`config.mk`:
```
export PLATFORM = sky130hd
export DESIGN_NAME = doubly_linked_list_cursor
export DESIGN_NICKNAME = d
export VERILOG_FILES = /design/src/rtl/dllc_pkg.sv /design/src/rtl/dllc_pool.sv /design/src/rtl/dllc_step.sv /design/src/rtl/doubly_linked_list_cursor.sv
export SDC_FILE = /design/constraint.sdc
export NUM_CORES = 1
export LEC_CHECK = 0
export ABC_AREA = 1
export BUFFER_PORTS_ARGS = -buffer_cell sky130_fd_sc_hd__buf_2
export CAP_MARGIN = 40
export CORE_MARGIN = 2
export CORE_UTILIZATION = 25
export CTS_BUF_LIST = sky130_fd_sc_hd__clkbuf_16
export DETAILED_ROUTE_END_ITERATION = 12
export GPL_TIMING_DRIVEN = 0
export PLACE_DENSITY = 0.43
export SYNTH_ARGS = -nofsm -noshare
export SYNTH_HDL_FRONTEND = slang
export SYNTH_SLANG_ARGS = --single-unit
```
`constraint.sdc`:
```
create_clock -name clk -period 6.3 [get_ports clk]
set_clock_uncertainty 0.15 [all_clocks]
set_input_delay 0.63 -clock clk [delete_from_list [all_inputs] [get_ports clk]]
set_output_delay 0.63 -clock clk [all_outputs]
set_load 0.05 [all_outputs]
```
`src/rtl/dllc_pkg.sv`:
```
`default_nettype none

package dllc_pkg;

	// Default sizing of the node pool
	localparam int DEF_NODES        = 16;
	localparam int DEF_PAYLOAD_BITS = 32;

	localparam int ACTION_W = 4;
	localparam int STATUS_W = 2;

	// Action codes
	localparam logic [ACTION_W-1:0] ACT_FIRST     = 4'd0;
	localparam logic [ACTION_W-1:0] ACT_NEXT      = 4'd1;
	localparam logic [ACTION_W-1:0] ACT_LAST      = 4'd2;
	localparam logic [ACTION_W-1:0] ACT_PREV      = 4'd3;
	localparam logic [ACTION_W-1:0] ACT_PUSH_HEAD = 4'd4;
	localparam logic [ACTION_W-1:0] ACT_PUSH_TAIL = 4'd5;
	localparam logic [ACTION_W-1:0] ACT_PUSH_CUR  = 4'd6;
	localparam logic [ACTION_W-1:0] ACT_POP_HEAD  = 4'd7;
	localparam logic [ACTION_W-1:0] ACT_POP_TAIL  = 4'd8;
	localparam logic [ACTION_W-1:0] ACT_POP_CUR   = 4'd9;
	localparam logic [ACTION_W-1:0] ACT_CLEAR     = 4'd10;

	// Status codes
	localparam logic [STATUS_W-1:0] ST_OK        = 2'd0;
	localparam logic [STATUS_W-1:0] ST_EMPTY     = 2'd1;
	localparam logic [STATUS_W-1:0] ST_FULL      = 2'd2;
	localparam logic [STATUS_W-1:0] ST_NO_CURSOR = 2'd3;

	// Write enables from the step logic to the node pool
	typedef struct packed {
		logic fwd0;
		logic fwd1;
		logic bwd0;
		logic bwd1;
		logic pay;
		logic take;
	} dllc_we_t;

endpackage

`default_nettype wire

```
`src/rtl/dllc_pool.sv`:
```
`default_nettype none

module dllc_pool #(
	parameter int NODES        = dllc_pkg::DEF_NODES,
	parameter int PAYLOAD_BITS = dllc_pkg::DEF_PAYLOAD_BITS
) (
	input  wire                                 clk,
	input  wire                                 arst_n,
	input  wire  [$clog2(NODES+1)-1:0]          a_idx,
	input  wire  [$clog2(NODES+1)-1:0]          b_idx,
	input  wire  [$clog2(NODES+1)-1:0]          f_idx,
	output logic [$clog2(NODES+1)-1:0]          a_fwd,
	output logic [$clog2(NODES+1)-1:0]          a_bwd,
	output logic [$clog2(NODES+1)-1:0]          b_fwd,
	output logic [$clog2(NODES+1)-1:0]          b_bwd,
	output logic [PAYLOAD_BITS-1:0]             b_pay,
	output logic [$clog2(NODES+1)-1:0]          f_fwd,
	input  dllc_pkg::dllc_we_t                  we,
	input  wire  [$clog2(NODES+1)-1:0]          fwd0_idx,
	input  wire  [$clog2(NODES+1)-1:0]          fwd0_data,
	input  wire  [$clog2(NODES+1)-1:0]          fwd1_idx,
	input  wire  [$clog2(NODES+1)-1:0]          fwd1_data,
	input  wire  [$clog2(NODES+1)-1:0]          bwd0_idx,
	input  wire  [$clog2(NODES+1)-1:0]          bwd0_data,
	input  wire  [$clog2(NODES+1)-1:0]          bwd1_idx,
	input  wire  [$clog2(NODES+1)-1:0]          bwd1_data,
	input  wire  [$clog2(NODES+1)-1:0]          pay_idx,
	input  wire  [PAYLOAD_BITS-1:0]             pay_data
);

	localparam int IW = $clog2(NODES + 1);
	localparam int AW = $clog2(NODES);

	logic [IW-1:0]           fwd_mem [NODES];
	logic [IW-1:0]           bwd_mem [NODES];
	logic [PAYLOAD_BITS-1:0] pay_mem [NODES];

	// Nodes at or above the mark were never taken and still hold the reset free chain
	logic [IW-1:0] hwm_q;

	always_ff @(posedge clk or negedge arst_n) begin
		if (!arst_n) begin
			hwm_q <= '0;
		end else if (we.take && (f_idx == hwm_q)) begin
			hwm_q <= hwm_q + IW'(1);
		end
	end

	// Update node links and payloads
	always_ff @(posedge clk) begin
		if (we.fwd0) begin
			fwd_mem[fwd0_idx[AW-1:0]] <= fwd0_data;
		end
		if (we.fwd1) begin
			fwd_mem[fwd1_idx[AW-1:0]] <= fwd1_data;
		end
		if (we.bwd0) begin
			bwd_mem[bwd0_idx[AW-1:0]] <= bwd0_data;
		end
		if (we.bwd1) begin
			bwd_mem[bwd1_idx[AW-1:0]] <= bwd1_data;
		end
		if (we.pay) begin
			pay_mem[pay_idx[AW-1:0]] <= pay_data;
		end
	end

	// Read ports: cursor, target and free head
	always_comb begin
		a_fwd = (a_idx >= hwm_q) ? a_idx + IW'(1) : fwd_mem[a_idx[AW-1:0]];
		b_fwd = (b_idx >= hwm_q) ? b_idx + IW'(1) : fwd_mem[b_idx[AW-1:0]];
		f_fwd = (f_idx >= hwm_q) ? f_idx + IW'(1) : fwd_mem[f_idx[AW-1:0]];
		a_bwd = bwd_mem[a_idx[AW-1:0]];
		b_bwd = bwd_mem[b_idx[AW-1:0]];
		b_pay = pay_mem[b_idx[AW-1:0]];
	end

endmodule

`default_nettype wire

```
`src/rtl/dllc_step.sv`:
```
`default_nettype none

module dllc_step #(
	parameter int NODES        = dllc_pkg::DEF_NODES,
	parameter int PAYLOAD_BITS = dllc_pkg::DEF_PAYLOAD_BITS
) (
	input  wire  [dllc_pkg::ACTION_W-1:0]       action,
	input  wire  [PAYLOAD_BITS-1:0]             payload,
	input  wire  [$clog2(NODES+1)-1:0]          first_cur,
	input  wire  [$clog2(NODES+1)-1:0]          last_cur,
	input  wire  [$clog2(NODES+1)-1:0]          cursor_cur,
	input  wire  [$clog2(NODES+1)-1:0]          free_cur,
	input  wire  [$clog2(NODES+1)-1:0]          used_cur,
	input  wire  [$clog2(NODES+1)-1:0]          a_fwd,
	input  wire  [$clog2(NODES+1)-1:0]          a_bwd,
	input  wire  [$clog2(NODES+1)-1:0]          b_fwd,
	input  wire  [$clog2(NODES+1)-1:0]          b_bwd,
	input  wire  [PAYLOAD_BITS-1:0]             b_pay,
	input  wire  [$clog2(NODES+1)-1:0]          f_fwd,
	output logic [$clog2(NODES+1)-1:0]          b_idx,
	output logic [$clog2(NODES+1)-1:0]          first_nx,
	output logic [$clog2(NODES+1)-1:0]          last_nx,
	output logic [$clog2(NODES+1)-1:0]          cursor_nx,
	output logic [$clog2(NODES+1)-1:0]          free_nx,
	output logic [$clog2(NODES+1)-1:0]          used_nx,
	output dllc_pkg::dllc_we_t                  we,
	output logic [$clog2(NODES+1)-1:0]          fwd0_idx,
	output logic [$clog2(NODES+1)-1:0]          fwd0_data,
	output logic [$clog2(NODES+1)-1:0]          fwd1_idx,
	output logic [$clog2(NODES+1)-1:0]          fwd1_data,
	output logic [$clog2(NODES+1)-1:0]          bwd0_idx,
	output logic [$clog2(NODES+1)-1:0]          bwd0_data,
	output logic [$clog2(NODES+1)-1:0]          bwd1_idx,
	output logic [$clog2(NODES+1)-1:0]          bwd1_data,
	output logic [$clog2(NODES+1)-1:0]          pay_idx,
	output logic [PAYLOAD_BITS-1:0]             pay_data,
	output logic [PAYLOAD_BITS-1:0]             value,
	output logic                                has_value,
	output logic [dllc_pkg::STATUS_W-1:0]       status
);

	localparam int            IW   = $clog2(NODES + 1);
	localparam logic [IW-1:0] NONE = IW'(NODES);

	logic          cur_ok;
	logic          tgt_ok;
	logic          full;
	logic          empty;
	logic          nx_ok;
	logic          pv_ok;
	logic [IW-1:0] n;

	// Pick the node that a move or a pop looks at
	always_comb begin
		cur_ok = (cursor_cur < NONE);
		case (action)
			dllc_pkg::ACT_FIRST, dllc_pkg::ACT_POP_HEAD: b_idx = first_cur;
			dllc_pkg::ACT_LAST,  dllc_pkg::ACT_POP_TAIL: b_idx = last_cur;
			dllc_pkg::ACT_NEXT:    b_idx = cur_ok ? a_fwd : NONE;
			dllc_pkg::ACT_PREV:    b_idx = cur_ok ? a_bwd : NONE;
			dllc_pkg::ACT_POP_CUR: b_idx = cursor_cur;
			default:               b_idx = NONE;
		endcase
	end

	// Compute next list state, node writes and the result
	always_comb begin
		tgt_ok = (b_idx < NONE);
		full   = !(free_cur < NONE);
		empty  = !(first_cur < NONE);
		nx_ok  = (b_fwd < NONE);
		pv_ok  = (b_bwd < NONE);
		n      = free_cur;

		first_nx  = first_cur;
		last_nx   = last_cur;
		cursor_nx = cursor_cur;
		free_nx   = free_cur;
		used_nx   = used_cur;
		we        = '0;
		fwd0_idx  = n;
		fwd0_data = NONE;
		fwd1_idx  = NONE;
		fwd1_data = NONE;
		bwd0_idx  = n;
		bwd0_data = NONE;
		bwd1_idx  = NONE;
		bwd1_data = NONE;
		pay_idx   = n;
		pay_data  = payload;
		value     = '0;
		has_value = 1'b0;
		status    = dllc_pkg::ST_OK;

		case (action)
			dllc_pkg::ACT_FIRST, dllc_pkg::ACT_LAST,
			dllc_pkg::ACT_NEXT, dllc_pkg::ACT_PREV: begin
				if (tgt_ok) begin
					cursor_nx = b_idx;
					value     = b_pay;
					has_value = 1'b1;
				end else begin
					status = dllc_pkg::ST_EMPTY;
				end
			end

			dllc_pkg::ACT_PUSH_HEAD, dllc_pkg::ACT_PUSH_TAIL, dllc_pkg::ACT_PUSH_CUR: begin
				if ((action == dllc_pkg::ACT_PUSH_CUR) && !cur_ok) begin
					status = dllc_pkg::ST_NO_CURSOR;
				end else if (full) begin
					status = dllc_pkg::ST_FULL;
				end else begin
					// Take the free head and fill it
					we.take  = 1'b1;
					we.pay   = 1'b1;
					we.fwd0  = 1'b1;
					we.bwd0  = 1'b1;
					free_nx  = f_fwd;
					used_nx  = used_cur + IW'(1);
					if (action == dllc_pkg::ACT_PUSH_TAIL) begin
						cursor_nx = last_cur;
					end
					if (action == dllc_pkg::ACT_PUSH_CUR) begin
						// Link after the cursor
						fwd0_data = a_fwd;
						bwd0_data = cursor_cur;
						we.fwd1   = 1'b1;
						fwd1_idx  = cursor_cur;
						fwd1_data = n;
						if (a_fwd < NONE) begin
							we.bwd1   = 1'b1;
							bwd1_idx  = a_fwd;
							bwd1_data = n;
						end else begin
							last_nx = n;
						end
					end else if (empty) begin
						first_nx = n;
						last_nx  = n;
					end else if (action == dllc_pkg::ACT_PUSH_HEAD) begin
						fwd0_data = first_cur;
						we.bwd1   = 1'b1;
						bwd1_idx  = first_cur;
						bwd1_data = n;
						first_nx  = n;
					end else begin
						// Link after the tail
						bwd0_data = last_cur;
						we.fwd1   = 1'b1;
						fwd1_idx  = last_cur;
						fwd1_data = n;
						last_nx   = n;
					end
				end
			end

			dllc_pkg::ACT_POP_HEAD, dllc_pkg::ACT_POP_TAIL, dllc_pkg::ACT_POP_CUR: begin
				if (tgt_ok) begin
					value     = b_pay;
					has_value = 1'b1;
					// Return the node to the free list
					we.fwd0   = 1'b1;
					fwd0_idx  = b_idx;
					fwd0_data = free_cur;
					free_nx   = b_idx;
					if (used_cur != '0) begin
						used_nx = used_cur - IW'(1);
					end
					if ((first_cur == b_idx) && (last_cur == b_idx)) begin
						first_nx  = NONE;
						last_nx   = NONE;
						cursor_nx = NONE;
					end else if (first_cur == b_idx) begin
						first_nx  = b_fwd;
						cursor_nx = b_fwd;
						we.bwd1   = nx_ok;
						bwd1_idx  = b_fwd;
						bwd1_data = NONE;
					end else if (last_cur == b_idx) begin
						last_nx   = b_bwd;
						cursor_nx = NONE;
						we.fwd1   = pv_ok;
						fwd1_idx  = b_bwd;
						fwd1_data = NONE;
					end else begin
						cursor_nx = b_fwd;
						we.fwd1   = pv_ok;
						fwd1_idx  = b_bwd;
						fwd1_data = b_fwd;
						we.bwd1   = nx_ok;
						bwd1_idx  = b_fwd;
						bwd1_data = b_bwd;
					end
				end else begin
					status    = dllc_pkg::ST_EMPTY;
					cursor_nx = b_idx;
				end
			end

			dllc_pkg::ACT_CLEAR: begin
				// Splice the whole list onto the free list
				if (!empty && (last_cur < NONE)) begin
					we.fwd0   = 1'b1;
					fwd0_idx  = last_cur;
					fwd0_data = free_cur;
					free_nx   = first_cur;
					first_nx  = NONE;
					last_nx   = NONE;
					cursor_nx = NONE;
					used_nx   = '0;
				end
			end

			default: begin
			end
		endcase
	end

endmodule

`default_nettype wire

```
`src/rtl/doubly_linked_list_cursor.sv`:
```
`default_nettype none

// Channel   Direction  Transaction
// s_*       in         action [3:0], payload above it in tdata
// m_*       out        value in tdata; has_value, status in tuser
//
// One action per cycle while the output is not stalled: an accepted transaction is held in the input stage
// and its result is registered in the result register when it advances.
// All list and node reads and writes for an action happen in the same cycle over the
// flop pool; the free-chain reset needs no clearing pass (a fill mark covers it).
// Reset empties the list and drops both stages.
// A stalled output holds the result and the input stage, and s_tready falls while the input stage is full.

module doubly_linked_list_cursor #(
	parameter int NODES        = dllc_pkg::DEF_NODES,
	parameter int PAYLOAD_BITS = dllc_pkg::DEF_PAYLOAD_BITS
) (
	input  wire                                                clk,
	input  wire                                                arst_n,
	input  wire                                                s_tvalid,
	output logic                                               s_tready,
	// action, payload
	input  wire  [((dllc_pkg::ACTION_W+PAYLOAD_BITS+7)/8)*8-1:0] s_tdata,
	output logic                                               m_tvalid,
	input  wire                                                m_tready,
	// value
	output logic [((PAYLOAD_BITS+7)/8)*8-1:0]                  m_tdata,
	// has_value, status
	output logic [dllc_pkg::STATUS_W:0]                        m_tuser
);

	localparam int            IW   = $clog2(NODES + 1);
	localparam logic [IW-1:0] NONE = IW'(NODES);

	// Input stage
	logic                              valid_s1;
	logic [dllc_pkg::ACTION_W-1:0]     action_s1;
	logic [PAYLOAD_BITS-1:0]           payload_s1;

	// List state
	logic [IW-1:0] first_q, last_q, cursor_q, free_q, used_q;

	// Result register
	logic                              out_valid_q;
	logic [PAYLOAD_BITS-1:0]           value_q;
	logic                              has_q;
	logic [dllc_pkg::STATUS_W-1:0]     status_q;

	logic                              advance;

	logic [IW-1:0]                     a_fwd, a_bwd, b_fwd, b_bwd, f_fwd, b_idx;
	logic [PAYLOAD_BITS-1:0]           b_pay;
	logic [IW-1:0]                     first_nx, last_nx, cursor_nx, free_nx, used_nx;
	dllc_pkg::dllc_we_t                we;
	logic [IW-1:0]                     fwd0_idx, fwd0_data, fwd1_idx, fwd1_data;
	logic [IW-1:0]                     bwd0_idx, bwd0_data, bwd1_idx, bwd1_data;
	logic [IW-1:0]                     pay_idx;
	logic [PAYLOAD_BITS-1:0]           pay_data;
	logic [PAYLOAD_BITS-1:0]           value_nx;
	logic                              has_nx;
	logic [dllc_pkg::STATUS_W-1:0]     status_nx;

	assign advance  = valid_s1 && (!out_valid_q || m_tready);
	assign s_tready = !valid_s1 || advance;

	// Capture the incoming transaction
	always_ff @(posedge clk or negedge arst_n) begin
		if (!arst_n) begin
			valid_s1 <= 1'b0;
		end else if (s_tready) begin
			valid_s1 <= s_tvalid;
		end
	end

	always_ff @(posedge clk) begin
		if (s_tready && s_tvalid) begin
			action_s1  <= s_tdata[dllc_pkg::ACTION_W-1:0];
			payload_s1 <= s_tdata[dllc_pkg::ACTION_W +: PAYLOAD_BITS];
		end
	end

	dllc_pool #(
		.NODES        (NODES),
		.PAYLOAD_BITS (PAYLOAD_BITS)
	) u_pool (
		.clk       (clk),
		.arst_n    (arst_n),
		.a_idx     (cursor_q),
		.b_idx     (b_idx),
		.f_idx     (free_q),
		.a_fwd     (a_fwd),
		.a_bwd     (a_bwd),
		.b_fwd     (b_fwd),
		.b_bwd     (b_bwd),
		.b_pay     (b_pay),
		.f_fwd     (f_fwd),
		.we        (advance ? we : '0),
		.fwd0_idx  (fwd0_idx),
		.fwd0_data (fwd0_data),
		.fwd1_idx  (fwd1_idx),
		.fwd1_data (fwd1_data),
		.bwd0_idx  (bwd0_idx),
		.bwd0_data (bwd0_data),
		.bwd1_idx  (bwd1_idx),
		.bwd1_data (bwd1_data),
		.pay_idx   (pay_idx),
		.pay_data  (pay_data)
	);

	dllc_step #(
		.NODES        (NODES),
		.PAYLOAD_BITS (PAYLOAD_BITS)
	) u_step (
		.action     (action_s1),
		.payload    (payload_s1),
		.first_cur  (first_q),
		.last_cur   (last_q),
		.cursor_cur (cursor_q),
		.free_cur   (free_q),
		.used_cur   (used_q),
		.a_fwd      (a_fwd),
		.a_bwd      (a_bwd),
		.b_fwd      (b_fwd),
		.b_bwd      (b_bwd),
		.b_pay      (b_pay),
		.f_fwd      (f_fwd),
		.b_idx      (b_idx),
		.first_nx   (first_nx),
		.last_nx    (last_nx),
		.cursor_nx  (cursor_nx),
		.free_nx    (free_nx),
		.used_nx    (used_nx),
		.we         (we),
		.fwd0_idx   (fwd0_idx),
		.fwd0_data  (fwd0_data),
		.fwd1_idx   (fwd1_idx),
		.fwd1_data  (fwd1_data),
		.bwd0_idx   (bwd0_idx),
		.bwd0_data  (bwd0_data),
		.bwd1_idx   (bwd1_idx),
		.bwd1_data  (bwd1_data),
		.pay_idx    (pay_idx),
		.pay_data   (pay_data),
		.value      (value_nx),
		.has_value  (has_nx),
		.status     (status_nx)
	);

	// Advance the list state
	always_ff @(posedge clk or negedge arst_n) begin
		if (!arst_n) begin
			first_q  <= NONE;
			last_q   <= NONE;
			cursor_q <= NONE;
			free_q   <= '0;
			used_q   <= '0;
		end else if (advance) begin
			first_q  <= first_nx;
			last_q   <= last_nx;
			cursor_q <= cursor_nx;
			free_q   <= free_nx;
			used_q   <= used_nx;
		end
	end

	// Hold the result until taken
	always_ff @(posedge clk or negedge arst_n) begin
		if (!arst_n) begin
			out_valid_q <= 1'b0;
		end else if (advance) begin
			out_valid_q <= 1'b1;
		end else if (m_tready) begin
			out_valid_q <= 1'b0;
		end
	end

	always_ff @(posedge clk) begin
		if (advance) begin
			value_q  <= value_nx;
			has_q    <= has_nx;
			status_q <= status_nx;
		end
	end

	always_comb begin
		m_tvalid               = out_valid_q;
		m_tdata                = '0;
		m_tdata[PAYLOAD_BITS-1:0] = value_q;
		m_tuser                = {status_q, has_q};
	end

	// List consistency checks
	a_count_empty: assert property (@(posedge clk) disable iff (!arst_n)
		(used_q == '0) == (first_q == NONE))
		else $error("element count disagrees with list head");

	a_head_tail: assert property (@(posedge clk) disable iff (!arst_n)
		(first_q == NONE) == (last_q == NONE))
		else $error("head and tail disagree on empty list");

	a_cursor_empty: assert property (@(posedge clk) disable iff (!arst_n)
		(first_q == NONE) |-> (cursor_q == NONE))
		else $error("cursor set on empty list");

	a_full_count: assert property (@(posedge clk) disable iff (!arst_n)
		(free_q == NONE) == (used_q == IW'(NODES)))
		else $error("free list exhausted with spare nodes");

endmodule

`default_nettype wire
```
# == Word-level counts from Yosys, hierarchy flattened ==
# Memory sizes are Yosys's and may differ from the RTL's. A register that Yosys moved wholly into a read port is not among the register bits.
# Index checks and enable logic that the tools add are counted.
# classes
addsub,4
order_cmp,11
eq_ne,26
muxes,127
n_reduce_logical,27
# op_table
cell,count
5-bit 2-to-1 mux,67
5-bit one-hot mux with 3 select lines,4
5-bit < comparator (second input constant),8
4-bit 2-to-1 mux,9
1-bit 2-to-1 mux,29
5-bit one-hot mux with 5 select lines,1
4-bit one-hot mux with 2 select lines,3
5-bit by 1-bit adder with 5-bit output (second input constant),4
5-bit one-hot mux with 2 select lines,2
5-bit one-hot mux with 4 select lines,1
6-bit 2-to-1 mux,3
4-bit by 3-bit == test with 1-bit output (second input constant),4
5-bit == test,3
5-bit greater-or-equal comparator,3
4-bit == test (second input constant),3
2-bit by 1-bit != test with 1-bit output (second input constant),5
10-bit AND reduction,1
9-bit AND reduction,1
4-bit by 2-bit == test with 1-bit output (second input constant),2
2-bit 2-to-1 mux,4
7-bit AND reduction,1
7-bit OR reduction,1
1-bit logical AND,6
3-bit by 1-bit != test with 1-bit output (second input constant),2
19 further kinds,28
# word_totals
regBits,66
mem_bits_rw,672
input_bits,44
out_inout_bits,37
elab_cells,209
memories,3
# memory_table
name,depth,width,read_ports,rd_clocked_by_memory_dff,wr,line,rtl
u_pool.pay_mem,16,32,1,1,1,dllc_pool.sv:36,logic [PAYLOAD_BITS-1:0] pay_mem [NODES];
u_pool.bwd_mem,16,5,2,0,2,dllc_pool.sv:35,logic [IW-1:0] bwd_mem [NODES];
u_pool.fwd_mem,16,5,3,0,2,dllc_pool.sv:34,logic [IW-1:0] fwd_mem [NODES];

# == Logic depth before layout (Yosys ltp) ==
# Gate-level depths: netlist of the first run.
# depth
ltp_word,15
depth_mapped,34
depth_no_buf,28

# == Hierarchy ==
# Synthesis of the first run repeated with hierarchy kept, for this count alone.
# unflattened
hier_cells,4071
hier_area_um2,38575.7
# modules_own_cells
mod,instances,cells_per_inst,area_each_um2,seq_area_each_um2
dllc_pool,1,3266,32129.6,20304.5
doubly_linked_list_cursor,1,203,3288.2,2811.4
dllc_step,1,602,3158.0,0.0

# == Least setup slack after synthesis of the first run ==
# Ideal clock, no wire load.
# synth_path
path_type,flip-flop to flip-flop
from,register cursor_q[0]
to,"memory u_pool.bwd_mem[13][0] (netlist bit), enable pin"
setup_ns,0.374
arrival_ns,5.035
required_time_ns,5.776
slack_ns,0.741
stages_incl_launch_ff,29
n_path_buf,8
period_less_slack_ns,5.559
path_cell_list,dfrtp_1 -> inv_2 -> buf_6 -> buf_2 -> ha_1 -> o21ai_1 -> o21ai_1 -> nor2_1 -> or2_2 -> nand3_1 -> nand2_1 -> nand2_1 -> nand2_1 -> buf_4 -> buf_2 -> buf_1 -> buf_1 -> ha_1 -> a21o_1 -> a221oi_1 -> and3_1 -> clkbuf_1 -> inv_1 -> nand3_1 -> nand3_1 -> a21oi_2 -> buf_4 -> nand3_2 -> o21ai_0
# synth_rtl
element,line,rtl
"start, declared",doubly_linked_list_cursor.sv:41,"logic [IW-1:0] first_q, last_q, cursor_q, free_q, used_q;"
"start signal, assigned",doubly_linked_list_cursor.sv:160,cursor_q <= cursor_nx;
"end, declared",dllc_pool.sv:35,

==> results.toml, run 1 <==
[status]
status = "finished, final reports clean"

[clock_network]
clkSinkCount = 770
clock_latency_ns = 0.71
root_buffer = "clkbuf_16"
path_clk_slew_ns = 0.06
clock_path_buffers = 3
cts_tree = "yes"
cts_inserted_buffers = 87
h-tree-depth = 3

[worst_setup_path]
critPathArrivalTime_ns = 6.29
worstReg2RegEnd = "u_pool.bwd_mem[9][2]$_DFFE_PP_"
r2r_slack_ns = 0.18
crit_top_cell = "nand2_1"
critPathCaptureType = "flip-flop"
cp_slowest_cell = "dfrtp_2"
endpoint = "u_pool.bwd_mem[9][2]$_DFFE_PP_"
critPathMaxStageDelay_ns = 0.49
worstSetupPathType = "flip-flop to flip-flop"
worstReg2RegStart = "cursor_q[1]$_DFFE_PN0P_"
critPathRequiredTime_ns = 6.47
crit_start = "cursor_q[1]$_DFFE_PN0P_"
worst_r2r_path_depth = 25
startpoint_type = "flip-flop"
worstPathMaxFanout = 10

[logic_synthesis]
yosysSeqAreaShare_pct = 62.5
post_synth_inst_count = 3569
ys_types = 55
synth_nets = 3635
synth_area_per_cell_um2 = 10.3
syn-cell-area_mm2 = 0.0368
ys_ff_latch = 770
synth.largest_area_cell = "edfxtp_1"
yosysWarnings = 0
synth_top_area_share_pct = 60.7
yosys-top-cells-area = "edfxtp_1, nand3_1, nand2_1"

[timing]
fin_crit_ns = 6.12
setup_viol = 0
hold_viol = 0
maxSlewViolCount = 0
worst_pin_slew_ns = 0.967
rsz0062_at_grt = "false"
slew-limit-headroom_pct = 35.4
whs_ns = 0.0335
max_freq_ghz = 0.163
fin_crit_sh_pct = 97.1

[die]
initial_core_util_pct = 25.2
die_w_um = 387
rows = 140
die_area_mm2 = 0.150
die-height_um = 387
io_pins = 81
coreArea_mm2 = 0.146

[drt]
drtIter0Drc = 3607
dr.pass1.iters = 6
vias_per_cell = 5.18
drc_errors = 0
ant_nets = 0
wl_per_cell_um = 26.1
routed_wirelength_um = 151000
vias = 30000

[power]
ir_worst_vdd_v = 0.000214
switching_share_pct = 41.8
clockPowerShare_pct = 27.5
seqPwrFrac_pct = 35.2
p_comb_share_pct = 37.3
power.internal_mw = 10.3
power_density_mw_per_mm2 = 405
p_sw_mw = 7.36
p_leak_nw = 15.4

[global_routing]
grt_pass1_vias = 28800
overflow = 0
grt_max_degree = 29
grt_pass1_wl_um = 213000
antenna_found_initial = 4
grt_use_total_pct = 19.6

[cells_and_area]
seqCellArea_mm2 = 0.0230
fin_nets = 3873
layout_commonest_cell = "edfxtp_1"
drive_above_1_share_pct = 12.0
n_fill_cell = 15200
mostFrequentLayoutCells = "edfxtp_1, nand2_1, nand3_1"
utilization_pct = 29.9
multiInputGateArea_mm2 = 0.0122
syn_to_final_growth_pct = 18.4

[place]
dp_hpwl_um = 109000
portBuffers = 76
gp_congestion = 0.959

[min_path]
hold_path_class = "input pin to flip-flop"

[run]
maxCapViolCount = 0
how the worst min path moves through the flow:
stage | from | endpoint | slack, ns | cells past startpoint
detailed placement | u_pool.hwm_q[2]$_DFFE_PN0P_ | u_pool.hwm_q[2]$_DFFE_PN0P_ | 0.33 | 1
finish | s_tdata[11] | payload_s1[7]$_DFFE_PP_ | 0.03 | 1
global route | s_tdata[15] | payload_s1[11]$_DFFE_PP_ | 0.007 | 1
CTS | s_tvalid | valid_s1$_DFFE_PN0N_ | 0.006 | 3
floorplan | arst_n | cursor_q[0]$_DFFE_PN0P_ | 0.18 | 0
global placement | u_pool.hwm_q[2]$_DFFE_PN0P_ | u_pool.hwm_q[2]$_DFFE_PN0P_ | 0.33 | 1
cells by family after synthesis:
kind of cell / count (synthesis) / synth area share [%]
xor gates and xnor gates: 14 / 0.334
AOI/OAI and AO/OA: 790 / 12.8
adders and majority gates: 22 / 0.749
buffers and inverters: 399 / 4.83
DFF: 770 / 62.5
muxes: 3 / 0.0817
and+or+nand+nor: 1571 / 18.6
sequential cells by signal (all words and copies together) (netlist names):
name,cells
action_s1,4
u_pool.bwd_mem,80
valid_s1,1
m_tvalid,1
cursor_q,5
has_q,1
u_pool.pay_mem,512
payload_s1,32
m_tdata,32
free_q,5
status_q,2
first_q,5
last_q,5
u_pool.hwm_q,5
u_pool.fwd_mem,80
metal layers:
| metal | vias to the layer above | wire, um | global-route usage [%] |
|---|---|---|---|
| li1 | 13400 | - | - |
| met2 | 1357 | 69000 | 31.1 |
| met3 | 285 | 10200 | 2.87 |
| met1 | 14900 | 66100 | 27.1 |
| met4 | 2 | 5710 | 7.19 |
| met5 | - | 13 | 0 |
cells in the mapped netlist, drive strengths merged:
cell type and instances:
a211oi 3, a21boi 1, a21o 1, a21oi 119, a221oi 8, a22o 3, a22oi 5, a31oi 17
and2 1, and3 1, buf 122, clkbuf 134, clkinv 1, dfrtp 24, dfstp 3, edfxtp 743
ha 22, inv 142, mux2i 3, nand2 636, nand3 481, nand3b 6, nand4 27, nor2 403
nor3 9, nor4 3, o2111ai 2, o211ai 36, o21ai 440, o21bai 1, o221ai 128, o22ai 21
o2bb2ai 1, o31ai 3, o41ai 1, or2 4, xor2 14
power groups by stage:
stage / combinational (mW) / clock [mW] / sequential (mW)
after global placement: 6.24 / 0 / 6.31
final: 6.58 / 4.84 / 6.21
after floorplan: 3.52 / 0 / 6.38
after CTS: 6.42 / 4.95 / 6.20
after detailed placement: 6.35 / 0 / 6.30
after global routing: 7.01 / 5.14 / 6.22
stage by stage:
step	instance area [um2]	setup TNS (ns)	setup slack [ns]	power, mW	std cells
final	43500	0	0.183	17.6	5793
after global routing	43500	0	0.00183	18.4	5793
after CTS	43400	0	0.0202	17.6	5787
after detailed placement	40300	-459.57	-2.34	12.6	5600
after global placement	39500	-1406.64	-2.31	12.6	5562
after floorplan	36800	0	0.741	9.90	3569
worst max-delay path, delay by kind of cell, from the launching register on:
| family | cells | cell delay [ns] |
|---|---|---|
| adder cells (fa/ha/maj) | 1 | 0.29 |
| AND/OR/NAND/NOR | 10 | 1.59 |
| flip-flops | 1 | 0.49 |
| AO/OA/AOI/OAI | 6 | 1.40 |
| buffers and inverters | 8 | 1.75 |
area by class of cell:
type	instances	share of cell area, %
buffer	252	2.96
antenna	1	0.00575
inverter	143	1.24
sequential	770	52.8
multi-input combinational	2400	28.0
clock buffer	88	5.06
clock inverter	69	1.11
tap	1917	5.51
timing repair buffer	153	3.24
timing repair:
item                                    4_1_cts  5_1_grt
buffers inserted                              1        4
hold endpoints to repair                     56        0
endpoints found under the setup margin      250      181
cloned                                        0        0
hold buffers                                 33        0
gates resized for setup                      42       32
pin swaps                                     2        3
(Power assumes the default switching activity.)
==> run 2: changes to the inputs <==
--- a/config.mk
+++ b/config.mk
@@ -16,4 +16,5 @@
 export PLACE_DENSITY = 0.43
 export SYNTH_ARGS = -nofsm -noshare
 export SYNTH_HDL_FRONTEND = slang
+export SYNTH_HIERARCHICAL = 1
 export SYNTH_SLANG_ARGS = --single-unit
==> run 2 against run 1 <==
Total power shrank 0.23%. Critical path type unchanged. Core utilization grew 0.22 points. First-iteration DRC count shrank 8.1%.
==> results.toml, run 2 <==
[clock_network]
cts_tree = "yes"
cts_inserted_buffers = 90
h-tree-depth = 3
root_buffer = "clkbuf_16"
clock_latency_ns = 0.74
clock_path_buffers = 3
path_clk_slew_ns = 0.05
clkSinkCount = 770

[die]
die-height_um = 394
die_w_um = 394
die_area_mm2 = 0.156
initial_core_util_pct = 25.1
coreArea_mm2 = 0.152
rows = 143
io_pins = 81

[power]
ir_worst_vdd_v = 0.000236
power_density_mw_per_mm2 = 385
p_sw_mw = 7.08
clockPowerShare_pct = 29.6
design_power_total_mw = 17.6
power.internal_mw = 10.5
p_comb_share_pct = 35.6
p_leak_nw = 16.9
switching_share_pct = 40.2
seqPwrFrac_pct = 34.8

[cells_and_area]
largest_reg_flops = 512
fin_nets = 4341
mostFrequentLayoutCells = "nand2_1, edfxtp_1, o21ai_0"
finalInstanceArea_mm2 = 0.0456
syn_to_final_growth_pct = 19.7
drive_above_1_share_pct = 14.0
layout_commonest_cell = "nand2_1"

[global_routing]
grt_pass1_vias = 29100
grt_pass1_wl_um = 207000
overflow = 0
antenna_found_initial = 1
grt_max_degree = 28
grt_use_total_pct = 18.1

[drt]
dr.pass1.iters = 6
drc_errors = 0
vias = 30800
vias_per_cell = 4.82
ant_nets = 0
wl_per_cell_um = 22.5
routed_wirelength_um = 144000
drtIter0Drc = 3314

[worst_setup_path]
r2r_slack_ns = 0.16
cp_top_family = "simple AND/OR/NAND/NOR gates"
critPathRequiredTime_ns = 6.51
cp.depth = 36
worstPathMaxFanout = 10
critPathMaxStageDelay_ns = 0.43
crit_top_cell = "nand2_1"
startpoint_type = "flip-flop"
critPathArrivalTime_ns = 6.35
worstSetupPathType = "flip-flop to flip-flop"
cp_slowest_cell = "dfrtp_2"
worst_r2r_path_depth = 36
critPathCaptureType = "flip-flop"
cp_num_buf_inv = 12

[logic_synthesis]
syn-cell-area_mm2 = 0.0381
post_synth_inst_count = 4001
synth_area_per_cell_um2 = 9.53
synth_nets = 4064
yosysWarnings = 6

[timing]
fin_crit_ns = 6.14
slew-limit-headroom_pct = 38.5
worst_pin_slew_ns = 0.922
fin_crit_sh_pct = 97.5
rsz0062_at_grt = "true"
max_freq_ghz = 0.163
setup_viol = 0
maxSlewViolCount = 0
hold_viol = 0
finalSetupTns_ns = 0

[run]
maxCapViolCount = 0

[place]
gp_congestion = 0.952
place_area_mm2 = 0.0418
dp_hpwl_um = 105000
portBuffers = 76

[min_path]
holdPathStages = 4
hold_path_class = "input pin to flip-flop"

[status]
status = "finished, final reports clean"
==> run 2: stage by stage <==
step	util [%]	cells	worst slack, ns	hold slack [ns]
4_1_cts	30.0	6383	0.00315	0.0389
5_1_grt	30.1	6383	-0.0268	0.110
3_5_place_dp	27.5	6168	-2.39	0.379
2_1_floorplan	-	4001	0.519	0.184
3_3_place_gp	27.0	6107	-2.94	0.377
6_report	30.1	6386	0.159	0.0946
==> run 2: worst min-delay path: cells and delay by family <==
family,cells,cell delay (ns)
and+or+nand+nor,2,0.15
buffers and inverters,2,0.12
==> run 2: power groups by stage <==
stage	clock, mW	sequential (mW)	combinational, mW
3_5_place_dp	0	6.24	5.96
4_1_cts	5.37	6.12	6.16
3_3_place_gp	0	6.29	5.85
6_report	5.21	6.12	6.26
5_1_grt	5.55	6.14	6.72
2_1_floorplan	0	6.31	3.41
==> run 2: worst paths after layout <==
kind	start	end
setup / recovery	cursor_q[0]$_DFFE_PN0P_	u_pool/bwd_mem[15][2]$_DFFE_PP_
hold / removal	m_tready	valid_s1$_DFFE_PN0P_
setup reg to reg	cursor_q[0]$_DFFE_PN0P_	u_pool/bwd_mem[15][2]$_DFFE_PP_
hold reg to reg	first_q[4]$_DFFE_PN1P_	first_q[4]$_DFFE_PN1P_
max in group asynchronous	arst_n	cursor_q[0]$_DFFE_PN0P_
min in group asynchronous	arst_n	cursor_q[2]$_DFFE_PN0P_
==> run 2: cell type report <==
class                           count  area [um2]
Clock inverter                     77         687
Sequential cell                   770       23000
Multi-Input combinational cell   2637       12800
Clock buffer                       90        2250
Fill cell                       16000      106000
Antenna cell                        3        7.51
Tap cell                         2030        2540
Buffer                            272        1610
Inverter                          319        1210
Timing Repair Buffer              188        1500
==> run 2: timing repair <==
action / 4_1_cts / 5_1_grt
hold endpoints to repair: 61 / 0
buffers inserted: 12 / 1
pin swaps: 3 / 3
resized for setup: 115 / 67
setup endpoints to repair: 342 / 317
hold buffers: 38 / 0
==> run 2: routing by layer <==
layer | track usage [%] | share of wire [%]
met2 | 28.1 | 45
met4 | 5.28 | 2.5
met5 | 0 | 0
met1 | 26.1 | 47
met3 | 2.36 | 5.8
